===== src/rtl/s8zd_pkg.sv =====
// Shared types, selector tables and helper functions for the simple-8b zigzag-delta decoder.
package s8zd_pkg;

  localparam int unsigned WORD_W   = 64;
  localparam int unsigned HDR_W    = 4;
  localparam int unsigned FIELDS_W = WORD_W - HDR_W;
  localparam int unsigned COUNT_W  = 16;
  localparam int unsigned REP_W    = 8;
  localparam int unsigned BITS_W   = 6;
  localparam int unsigned IDX_W    = 6;
  localparam int unsigned EW_W     = 2;

  localparam logic [COUNT_W-1:0] MAX_BLOCK_ELEMENTS = 16'd65535;

  localparam logic [EW_W-1:0] EW_64 = 2'd0;
  localparam logic [EW_W-1:0] EW_32 = 2'd1;
  localparam logic [EW_W-1:0] EW_16 = 2'd2;
  localparam logic [EW_W-1:0] EW_8  = 2'd3;

  typedef struct packed {
    logic load;  // capture a new word
    logic emit;  // produce one result into the output register
  } cmd_t;

  typedef struct packed {
    logic left_zero;  // no elements left in the block
    logic last_res;   // the next result ends this word
    logic slot_free;  // output register can take a result
  } status_t;

  // Field width per selector.
  function automatic logic [BITS_W-1:0] sel_bits(input logic [3:0] sel);
    logic [BITS_W-1:0] b;
    case (sel)
      4'd0:    b = 6'd0;
      4'd1:    b = 6'd0;
      4'd2:    b = 6'd1;
      4'd3:    b = 6'd2;
      4'd4:    b = 6'd3;
      4'd5:    b = 6'd4;
      4'd6:    b = 6'd5;
      4'd7:    b = 6'd6;
      4'd8:    b = 6'd7;
      4'd9:    b = 6'd8;
      4'd10:   b = 6'd10;
      4'd11:   b = 6'd12;
      4'd12:   b = 6'd15;
      4'd13:   b = 6'd20;
      4'd14:   b = 6'd30;
      default: b = 6'd60;
    endcase
    return b;
  endfunction

  // Field count per selector.
  function automatic logic [REP_W-1:0] sel_count(input logic [3:0] sel);
    logic [REP_W-1:0] n;
    case (sel)
      4'd0:    n = 8'd240;
      4'd1:    n = 8'd120;
      4'd2:    n = 8'd60;
      4'd3:    n = 8'd30;
      4'd4:    n = 8'd20;
      4'd5:    n = 8'd15;
      4'd6:    n = 8'd12;
      4'd7:    n = 8'd10;
      4'd8:    n = 8'd8;
      4'd9:    n = 8'd7;
      4'd10:   n = 8'd6;
      4'd11:   n = 8'd5;
      4'd12:   n = 8'd4;
      4'd13:   n = 8'd3;
      4'd14:   n = 8'd2;
      default: n = 8'd1;
    endcase
    return n;
  endfunction

  // Truncate to the configured width, then sign-extend.
  function automatic logic [WORD_W-1:0] fit_width(input logic [EW_W-1:0] ew,
                                                  input logic [WORD_W-1:0] x);
    logic [WORD_W-1:0] r;
    case (ew)
      EW_32:   r = {{32{x[31]}}, x[31:0]};
      EW_16:   r = {{48{x[15]}}, x[15:0]};
      EW_8:    r = {{56{x[7]}}, x[7:0]};
      default: r = x;
    endcase
    return r;
  endfunction

endpackage


===== src/rtl/s8zd_ctrl.sv =====
// Controller state machine: sequences word capture and per-field result emission.
module s8zd_ctrl (
  input  logic              clk_i,
  input  logic              rst_ni,
  input  logic              in_valid_i,
  output logic              in_ready_o,
  input  s8zd_pkg::status_t status_i,
  output s8zd_pkg::cmd_t    cmd_o
);

  localparam logic ST_IDLE = 1'b0;
  localparam logic ST_EMIT = 1'b1;

  logic state_q, state_d;

  always_comb begin
    state_d     = state_q;
    in_ready_o  = 1'b0;
    cmd_o.load  = 1'b0;
    cmd_o.emit  = 1'b0;
    case (state_q)
      ST_IDLE: begin
        in_ready_o = 1'b1;
        if (in_valid_i) begin
          cmd_o.load = 1'b1;
          state_d    = ST_EMIT;
        end
      end
      ST_EMIT: begin
        // exhausted or empty block: word yields nothing
        if (status_i.left_zero) begin
          state_d = ST_IDLE;
        end else if (status_i.slot_free) begin
          cmd_o.emit = 1'b1;
          if (status_i.last_res) begin
            state_d = ST_IDLE;
          end
        end
      end
      default: state_d = ST_IDLE;
    endcase
  end

  always_ff @(posedge clk_i or negedge rst_ni) begin
    if (!rst_ni) begin
      state_q <= ST_IDLE;
    end else begin
      state_q <= state_d;
    end
  end

endmodule


===== src/rtl/s8zd_datapath.sv =====
// Datapath: word shifter, zigzag delta accumulator, element counter and output register.
module s8zd_datapath (
  input  logic                               clk_i,
  input  logic                               rst_ni,
  input  s8zd_pkg::cmd_t                     cmd_i,
  output s8zd_pkg::status_t                  status_o,
  input  logic                               cfg_we_i,
  input  logic [s8zd_pkg::EW_W-1:0]          cfg_data_i,
  input  logic [s8zd_pkg::WORD_W-1:0]        packed_word_i,
  input  logic                               block_start_i,
  input  logic [s8zd_pkg::COUNT_W-1:0]       block_count_i,
  output logic                               out_valid_o,
  input  logic                               out_ready_i,
  output logic signed [s8zd_pkg::WORD_W-1:0] value_o,
  output logic [s8zd_pkg::REP_W-1:0]         repeat_res_o,
  output logic                               last_o,
  output logic                               block_done_o
);

  logic [s8zd_pkg::EW_W-1:0]     ew_q;
  logic [s8zd_pkg::FIELDS_W-1:0] shreg_q, shreg_d;
  logic [3:0]                    sel_q;
  logic [s8zd_pkg::IDX_W-1:0]    cnt_q, cnt_d;
  logic [s8zd_pkg::WORD_W-1:0]   prev_q, prev_d;
  logic [s8zd_pkg::COUNT_W-1:0]  left_q, left_d;
  logic                          out_valid_q;
  logic [s8zd_pkg::WORD_W-1:0]   value_q;
  logic [s8zd_pkg::REP_W-1:0]    rep_q;
  logic                          last_q, done_q;

  logic [s8zd_pkg::BITS_W-1:0]   bits;
  logic [s8zd_pkg::REP_W-1:0]    nfields, rep;
  logic                          is_run, last_field, last_res;
  logic [s8zd_pkg::FIELDS_W-1:0] mask, z;
  logic [s8zd_pkg::WORD_W-1:0]   delta, sum;
  logic [s8zd_pkg::COUNT_W-1:0]  cnt_c;

  assign bits    = s8zd_pkg::sel_bits(sel_q);
  assign nfields = s8zd_pkg::sel_count(sel_q);
  assign is_run  = (bits == '0);

  // run length limited to what the block still needs
  assign rep = (s8zd_pkg::COUNT_W'(nfields) < left_q) ? nfields : left_q[s8zd_pkg::REP_W-1:0];

  assign mask  = (s8zd_pkg::FIELDS_W'(1) << bits) - s8zd_pkg::FIELDS_W'(1);
  assign z     = shreg_q & mask;
  assign delta = {{(s8zd_pkg::WORD_W - s8zd_pkg::FIELDS_W + 1){1'b0}},
                  z[s8zd_pkg::FIELDS_W-1:1]} ^ {s8zd_pkg::WORD_W{z[0]}};
  assign sum   = prev_q + delta;

  assign last_field = ((s8zd_pkg::REP_W'(cnt_q) + s8zd_pkg::REP_W'(1)) == nfields)
                      || (left_q == s8zd_pkg::COUNT_W'(1));
  assign last_res   = is_run || last_field;
  assign cnt_c      = is_run ? s8zd_pkg::COUNT_W'(rep) : s8zd_pkg::COUNT_W'(1);

  assign status_o.left_zero = (left_q == '0);
  assign status_o.last_res  = last_res;
  assign status_o.slot_free = !out_valid_q || out_ready_i;

  always_comb begin
    shreg_d = shreg_q;
    cnt_d   = cnt_q;
    prev_d  = prev_q;
    left_d  = left_q;
    if (cmd_i.load) begin
      shreg_d = packed_word_i[s8zd_pkg::WORD_W-1:s8zd_pkg::HDR_W];
      cnt_d   = '0;
      if (block_start_i) begin
        prev_d = '0;
        left_d = (block_count_i > s8zd_pkg::MAX_BLOCK_ELEMENTS) ?
                 s8zd_pkg::MAX_BLOCK_ELEMENTS : block_count_i;
      end
    end else if (cmd_i.emit) begin
      left_d = left_q - cnt_c;
      if (!is_run) begin
        shreg_d = shreg_q >> bits;
        cnt_d   = cnt_q + s8zd_pkg::IDX_W'(1);
        prev_d  = sum;
      end
    end
  end

  always_ff @(posedge clk_i or negedge rst_ni) begin
    if (!rst_ni) begin
      ew_q        <= s8zd_pkg::EW_64;
      prev_q      <= '0;
      left_q      <= '0;
      out_valid_q <= 1'b0;
    end else begin
      if (cfg_we_i) begin
        ew_q <= cfg_data_i;
      end
      prev_q <= prev_d;
      left_q <= left_d;
      if (cmd_i.emit) begin
        out_valid_q <= 1'b1;
      end else if (out_ready_i) begin
        out_valid_q <= 1'b0;
      end
    end
  end

  always_ff @(posedge clk_i) begin
    shreg_q <= shreg_d;
    cnt_q   <= cnt_d;
    if (cmd_i.load) begin
      sel_q <= packed_word_i[s8zd_pkg::HDR_W-1:0];
    end
    if (cmd_i.emit) begin
      value_q <= s8zd_pkg::fit_width(ew_q, prev_d);
      rep_q   <= is_run ? rep : s8zd_pkg::REP_W'(1);
      last_q  <= last_res;
      done_q  <= (left_d == '0);
    end
  end

  assign out_valid_o  = out_valid_q;
  assign value_o      = value_q;
  assign repeat_res_o = rep_q;
  assign last_o       = last_q;
  assign block_done_o = done_q;

endmodule


===== src/rtl/simple8b_zigzag_delta_int_decoder.sv =====
// Top level of the simple-8b zigzag-delta integer decoder.
// Words are accepted only in idle; each field result is then registered in the emit
// state, up to 60 per word, by the single shared field adder stepping one field per
// cycle while the output is free; a run selector yields one result. Output stalls hold
// the sequencer. Reset is asynchronous, active low, and clears the running value, the
// element count and the width register to 64-bit mode.
module simple8b_zigzag_delta_int_decoder (
  input  logic                               clk_i,
  input  logic                               rst_ni,
  input  logic                               cfg_valid_i,
  output logic                               cfg_ready_o,
  input  logic [s8zd_pkg::EW_W-1:0]          cfg_data_i,
  input  logic                               in_valid_i,
  output logic                               in_ready_o,
  input  logic [s8zd_pkg::WORD_W-1:0]        packed_word_i,
  input  logic                               block_start_i,
  input  logic [s8zd_pkg::COUNT_W-1:0]       block_count_i,
  output logic                               out_valid_o,
  input  logic                               out_ready_i,
  output logic signed [s8zd_pkg::WORD_W-1:0] value_o,
  output logic [s8zd_pkg::REP_W-1:0]         repeat_res_o,
  output logic                               last_o,
  output logic                               block_done_o
);

  s8zd_pkg::cmd_t    cmd;
  s8zd_pkg::status_t status;

  assign cfg_ready_o = 1'b1;

  s8zd_ctrl u_ctrl (
    .clk_i      (clk_i),
    .rst_ni     (rst_ni),
    .in_valid_i (in_valid_i),
    .in_ready_o (in_ready_o),
    .status_i   (status),
    .cmd_o      (cmd)
  );

  s8zd_datapath u_dp (
    .clk_i         (clk_i),
    .rst_ni        (rst_ni),
    .cmd_i         (cmd),
    .status_o      (status),
    .cfg_we_i      (cfg_valid_i & cfg_ready_o),
    .cfg_data_i    (cfg_data_i),
    .packed_word_i (packed_word_i),
    .block_start_i (block_start_i),
    .block_count_i (block_count_i),
    .out_valid_o   (out_valid_o),
    .out_ready_i   (out_ready_i),
    .value_o       (value_o),
    .repeat_res_o  (repeat_res_o),
    .last_o        (last_o),
    .block_done_o  (block_done_o)
  );

endmodule

===== config.mk =====
export PLATFORM = sky130hd
export DESIGN_NAME = simple8b_zigzag_delta_int_decoder
export DESIGN_NICKNAME = d
export VERILOG_FILES = /design/src/rtl/s8zd_pkg.sv /design/src/rtl/s8zd_ctrl.sv /design/src/rtl/s8zd_datapath.sv /design/src/rtl/simple8b_zigzag_delta_int_decoder.sv
export SDC_FILE = /design/constraint.sdc
export NUM_CORES = 1
export LEC_CHECK = 0
export BUFFER_PORTS_ARGS = -buffer_cell sky130_fd_sc_hd__buf_2
export CORE_MARGIN = 2
export CORE_UTILIZATION = 30
export DETAILED_ROUTE_END_ITERATION = 8
export GPL_TIMING_DRIVEN = 1
export HOLD_SLACK_MARGIN = 0.1
export PLACE_DENSITY = 0.57
export SETUP_SLACK_MARGIN = 0.3
export SYNTH_ARGS = -nofsm -noshare
export SYNTH_HDL_FRONTEND = slang
export SYNTH_SLANG_ARGS = --single-unit

===== constraint.sdc =====
create_clock -name clk_i -period 6.1 [get_ports clk_i]
set_input_delay 0.305 -clock clk_i [delete_from_list [all_inputs] [get_ports clk_i]]
set_output_delay 0.305 -clock clk_i [all_outputs]
set_load 0.03 [all_outputs]

Yosys cells after proc, flatten, opt, wreduce, memory -nomap -nowiden
Memory sizes are Yosys's and may differ from the RTL's. A register that Yosys moved wholly into a read port is not among the register bits.
Index checks and enable logic that the tools add are counted.
{ "totals": {"ff_bits": 228, "mem_bits_ro": 224, "input_bits": 88, "word_cells": 72, "memories": 2} }
{ "memory_table": {"columns": ["name", "words", "width", "rd", "rd_ports_with_merged_regs", "wr", "line", "text"], "rows": [
  ["(name not given)", 16, 8, 1, 1, 0, "s8zd_pkg.sv:58", "case (sel)"],
  ["(name not given)", 16, 6, 1, 1, 0, "s8zd_pkg.sv:34", "case (sel)"]
]} }
{ "op_classes": {"addsub": 5, "n_lt_le_gt_ge": 2, "eq_ne": 6, "shifts": 2, "muxes": 28, "n_bitwise": 4, "n_reduce_logical": 11} }
{ "op_table": {"columns": ["cell", "n"], "rows": [
  ["64-bit 2-to-1 mux", 4],
  ["64-bit case mux with 3 select lines", 1],
  ["60-bit 2-to-1 mux", 3],
  ["64-bit adder", 1],
  ["16-bit 2-to-1 mux", 4],
  ["59-bit by 64-bit XOR with 64-bit output", 1],
  ["60-bit bitwise AND", 1],
  ["1-bit by 6-bit << shifter with 60-bit output, first input constant", 1],
  ["60-bit by 6-bit >> shifter with 60-bit output", 1],
  ["60-bit by 2-bit subtractor with 60-bit output, second input constant", 1],
  ["16-bit logical NOT", 2],
  ["16-bit by 1-bit == test with 1-bit output, second input constant", 1],
  ["16-bit > comparator, second input constant", 1],
  ["8-bit by 16-bit < comparator with 1-bit output", 1],
  ["8-bit 2-to-1 mux", 2],
  ["16-bit subtractor", 1],
  ["1-bit 2-to-1 mux", 11],
  ["8-bit == test", 1],
  ["4-bit 2-to-1 mux", 2],
  ["6-bit by 1-bit adder with 7-bit output, second input constant", 1],
  ["6-bit by 1-bit adder with 6-bit output, second input constant", 1],
  ["6-bit logical NOT", 1],
  ["2-bit == test, second input constant", 2],
  ["2-bit AND reduction", 2],
  ["7 further kinds", 11]
]} }

Logic depth before layout (Yosys ltp)
{ "logic_depth": {"word_depth": 9, "mapped_depth": 28, "mapped_depth_nobuf": 25} }

By module
Synthesis repeated with hierarchy kept, for this count alone.
{ "unflattened": {"hier_cells": 2237, "hier_area_um2": 19700.1} }
{ "by_module_without_submodules": {"columns": ["module", "instances", "cells_per_inst", "area_each_um2"], "rows": [
  ["s8zd_datapath", 1, 2228, 19627.6],
  ["s8zd_ctrl", 1, 7, 61.3],
  ["simple8b_zigzag_delta_int_decoder", 1, 2, 11.3]
]} }

Worst setup path after synthesis
Ideal clock, no wire load.
{ "synth_timing": {"kind": "reg-to-reg", "from": "register, netlist name u_dp.bits[0]", "to": "register u_dp.value_q, in the netlist u_dp.value_o[63] (data pin)", "arrival_time_ns": 5.239, "path_slack_ns": 0.578, "path_stages_with_launch": 26, "cell_sequence": "dfxtp_1 > buf_2 > buf_1 > clkbuf_1 > buf_1 > nand2_1 > ha_1 > clkbuf_1 > nor3_1 > a21oi_1 > o21ai_0 > nand2_1 > xnor2_1 > ha_1 > buf_2 > nand2_1 > nor4_1 > a211o_1 > o2111ai_1 > nand2_1 > a41oi_1 > or4_1 > buf_2 > mux2i_1 > a2111oi_1 > a31oi_1"} }
{ "synth_via": {"elab_chain_len": 9, "elab_cells_between_ends": 10, "cone_classes": "2 x add/sub; 1 x shift; 4 x mux; 2 x bitwise; 1 x reduce/logical"} }
{ "synth_lines": {"columns": ["item", "line", "text"], "rows": [
  ["1-bit by 6-bit << shifter with 60-bit output", "s8zd_datapath.sv:45", "assign mask = (s8zd_pkg::FIELDS_W'(1) << bits) - s8zd_pkg::FIELDS_W'(1);"],
  ["60-bit by 2-bit subtractor with 60-bit output", "s8zd_datapath.sv:45", null],
  ["60-bit bitwise AND", "s8zd_datapath.sv:46", "assign z = shreg_q & mask;"],
  ["59-bit by 64-bit XOR with 64-bit output", "s8zd_datapath.sv:48", "z[s8zd_pkg::FIELDS_W-1:1]} ^ {s8zd_pkg::WORD_W{z[0]}};"],
  ["64-bit adder", "s8zd_datapath.sv:49", "assign sum = prev_q + delta;"],
  ["64-bit 2-to-1 mux *", "s8zd_datapath.sv:75", "if (!is_run) begin"],
  ["64-bit 2-to-1 mux *", "s8zd_datapath.sv:73", "end else if (cmd_i.emit) begin"],
  ["64-bit 2-to-1 mux *", "s8zd_datapath.sv:65", "if (cmd_i.load) begin"],
  ["64-bit case mux with 3 select lines *", "s8zd_pkg.sv:83", "case (ew)"],
  ["end signal: assignment", "s8zd_datapath.sv:110", "value_q <= s8zd_pkg::fit_width(ew_q, prev_d);"],
  ["end: declaration", "s8zd_datapath.sv:27", "logic [s8zd_pkg::WORD_W-1:0] value_q;"]
]} }
Mark *: on every way between the ends. The rest lies on a longest branch, timed or not.
A chain may end at the register's enable or synchronous reset.

Final worst setup path
{ "layout_timing": {"from": "register, netlist name u_dp.bits[5]", "to": "register u_dp.value_q, in the netlist u_dp.value_o[44] (data pin)"} }
{ "layout_via": {"elab_chain_len": 9, "elab_cells_between_ends": 10, "cone_classes": "2 x add/sub; 1 x shift; 4 x mux; 2 x bitwise; 1 x reduce/logical"} }
{ "layout_lines": {"columns": ["item", "line", "text"], "rows": [
  ["1-bit by 6-bit << shifter with 60-bit output", "s8zd_datapath.sv:45", null],
  ["60-bit by 2-bit subtractor with 60-bit output", "s8zd_datapath.sv:45", null],
  ["60-bit bitwise AND", "s8zd_datapath.sv:46", null],
  ["59-bit by 64-bit XOR with 64-bit output", "s8zd_datapath.sv:48", null],
  ["64-bit adder", "s8zd_datapath.sv:49", null],
  ["64-bit 2-to-1 mux *", "s8zd_datapath.sv:75", null],
  ["64-bit 2-to-1 mux *", "s8zd_datapath.sv:73", null],
  ["64-bit 2-to-1 mux *", "s8zd_datapath.sv:65", null],
  ["via u_dp.prev_d, one bit", "s8zd_datapath.sv:24", "logic [s8zd_pkg::WORD_W-1:0] prev_q, prev_d;"],
  ["64-bit case mux with 3 select lines *", "s8zd_pkg.sv:83", null]
]} }
The timed path passes the listed nets; every way through them passes the cells marked *.

==> flow_metrics.tcl <==
set metrics [dict create \
    std_cell_rows 92 \
    area_growth_pct 20.90 \
    grt_usage_pct 20.74 \
    drtAntennaViolNets 0 \
    holdWs_ps 154.6 \
    die_h_microns 257.3 \
    grt_start_max_net_pins 67 \
    first_global_vias 17732 \
    fin_setup_tns_ps 0 \
    dp_cells 3156 \
    clock_latency_ps 620 \
    cp-start-kind "flop" \
    end_kind "flop" \
    synth_edf_count 138 \
    overflow 0 \
    dpl.hpwl_microns 53110 \
    synthCells 2223 \
    viasPerCell 5.561 \
    status "finished clean" \
    cp.required_ps 6370 \
    die_w_microns 257.3 \
    cts-root-buf "clkbuf_16" \
    r2r_slack_ps 560 \
    synth_top_cell_area_share_pct 21.54 \
    drv_cap 0 \
    avgSynthCellArea_sq_um 8.655 \
    finalSetupViolations 0 \
    ys_top_cells_by_area "edfxtp_1 22%, dfrtp_1 11%, nand2_1 6.9%" \
    fill_cells 6398 \
    hold_path.class "in2reg" \
    cts.htree.levels 1 \
    timing.rr.start "u_dp.bits[5]" \
    netlist_area_sq_um 19240 \
    yosysWarningCount 0 \
    drt_iter0_markers 1725 \
    crit_type "reg2reg" \
    arrival_ps 5800 \
    tightest_slew_ps 1087 \
    cts_tree "yes" \
    cts_sinks 242 \
    synth-seq-cells 242 \
    grt_pass1_wl_microns 107400 \
    worstReg2RegEnd "u_dp.value_o[44]" \
    fmax_mhz 180.6 \
    async_flop_share_pct 34.71 \
    relSlewSlack_pct 25.45 \
    ys.flop_type "edfxtp_1" \
    finalWirelength_microns 70950 \
    cp-endpoint "u_dp.value_o[44]" \
    critical_path.startpoint "u_dp.bits[5]" \
    drive_above_1_share_pct 17.30 \
    worstPathMaxFanout 25 \
    rsz0062_at_grt "yes" \
    final_core_util_pct 36.81 \
    post-synth-top-count-cell "nand2_1" \
    clockBufferDepth 3 \
    clkTransAtPathRegs_ps 60 \
    stdcell_count 3303 \
    place_congestion 0.9338 \
    first_pass_iters 5 \
    die_area_sq_um 66180 \
    yosys.area.top_type "edfxtp_1" \
    ios 165 \
    layout.nets 2608 \
    fin_crit_sh_pct 90.77 \
    hold_viol 0 \
    wire_per_inst_microns 21.48 \
    start_util_pct 30.45 \
    port_buffers 163 \
    synth.net_count 2400 \
    numCtsBuffers 31 \
    yosysSeqAreaShare_pct 34.54 \
    drc 0 \
    synth_cell_types 86 \
    hold_depth 2 \
    antenna_found_initial 2 \
    vias 18369 \
    timing.final.max_slew_violations 0 \
    clock_skew_ps 35.72 \
    min_period_ps 5537 \
    r2r_cells 22 \
    core-area_sq_um 63200 \
    synthTopCellsByCount "355 x nand2_1, 192 x o21ai_0, 169 x nor2_1" \
]
-- worst min path at each step --
stage	slack, ps	start	to
after floorplan	9	rst_ni	u_ctrl.state_q
after global placement	310	rst_ni	u_dp.left_q[15]
after CTS	110	packed_word_i[25]	u_dp.shreg_q[21]
after global routing	110	packed_word_i[25]	u_dp.shreg_q[21]
final	150	packed_word_i[25]	u_dp.shreg_q[21]
after detailed placement	320	rst_ni	u_dp.left_q[15]
-- per-layer routing --
metal	global-route usage [%]	wire (microns)	up-vias
met5	0	0	-
met4	6.993	2377	0
met3	2.778	5598	136
met2	32.95	31680	854
met1	28.94	31290	8840
li1	-	-	8539
-- cell usage in the layout, fill, tap and decap left out, types with 17 or more instances in the layout --
cell type	instances
a31oi_1	17
nand2b_1	24
a22o_1	18
dlygate4sd3_1	85
a21oi_1	151
and3_1	19
o21a_1	20
a211oi_1	23
nor3_1	26
buf_2	162
dfrtp_1	84
o22ai_1	23
buf_4	79
ha_1	87
mux2i_1	79
a21o_1	53
clkbuf_16	31
nand3_1	92
o21ai_0	191
xor2_1	34
inv_1	38
nand4_1	20
mux4_2	40
nor2_1	168
mux2_2	27
o21bai_1	17
edfxtp_1	138
nor2b_1	18
xnor2_1	98
nand2_1	353
-- critical path, stage by stage (launching register included) --
cell and delay [ps]:
dfxtp_2 340, or2_2 310, nor3_2 220, nand2_1 90
ha_1 320, inv_1 170, buf_4 160, nand3_1 70
a21oi_1 150, o21ai_0 170, xnor2_1 180, ha_1 290
a2111oi_0 550, a21oi_1 110, o31a_4 170, a211o_1 330
a31o_2 310, a31oi_4 190, xor2_2 160, o21ai_2 100
a22o_4 380, a21oi_1 140, o21ai_0 260
-- registers in the layout, summed over array words and instances (netlist names), 2 cells and up --
register and cells:
u_dp.bits 6, u_dp.cnt_q 6, u_dp.ew_q 2, u_dp.left_q 16, u_dp.nfields 8, u_dp.prev_q 64, u_dp.repeat_res_o 8, u_dp.sel_q 4
u_dp.shreg_q 60, u_dp.value_o 64
-- layout make-up --
cell class	instances	area [sq um]	area share [%]
Clock buffer	35	820.8	3.528
Tap cell	846	1059	4.550
Multi-Input combinational cell	1784	11870	51.01
Inverter	44	167.7	0.7207
Sequential cell	242	6653	28.60
Antenna cell	1	2.502	0.01076
Timing Repair Buffer	328	2286	9.827
Clock inverter	23	407.9	1.753
-- logic make-up (layout without fill, tap and decap cells) --
logic type / count (synthesis) / count (layout) / share of synthesized area (%)
AND/OR/NAND/NOR: 779 / 779 / 17.97
adder cells (fa/ha/maj): 89 / 89 / 5.866
XOR/XNOR: 133 / 133 / 6.093
other: 1 / 2 / 0.01949
flip-flops: 242 / 242 / 34.54
buffers and inverters: 197 / 430 / 4.064
AO/OA/AOI/OAI: 636 / 636 / 21.08
multiplexers: 146 / 146 / 10.37
-- stage by stage --
step	area, sq um	setup slack [ps]
2_1_floorplan	19240	578.0
3_3_place_gp	21130	422.5
3_5_place_dp	21130	292.8
4_1_cts	23210	347.5
5_1_grt	23260	273.8
6_report	23260	563.0
-- timing repair --
item / in CTS / in global routing
buffers inserted: 0 / 3
gates resized for setup: 1 / 7
pin swaps: 0 / 2
endpoints found under the setup margin: 1 / 11
hold buffers: 85 / 0
endpoints found under the hold margin: 118 / 0
Power is not shown: default switching activity piles up to over one toggle a cycle in this logic, so the estimate is an artifact.
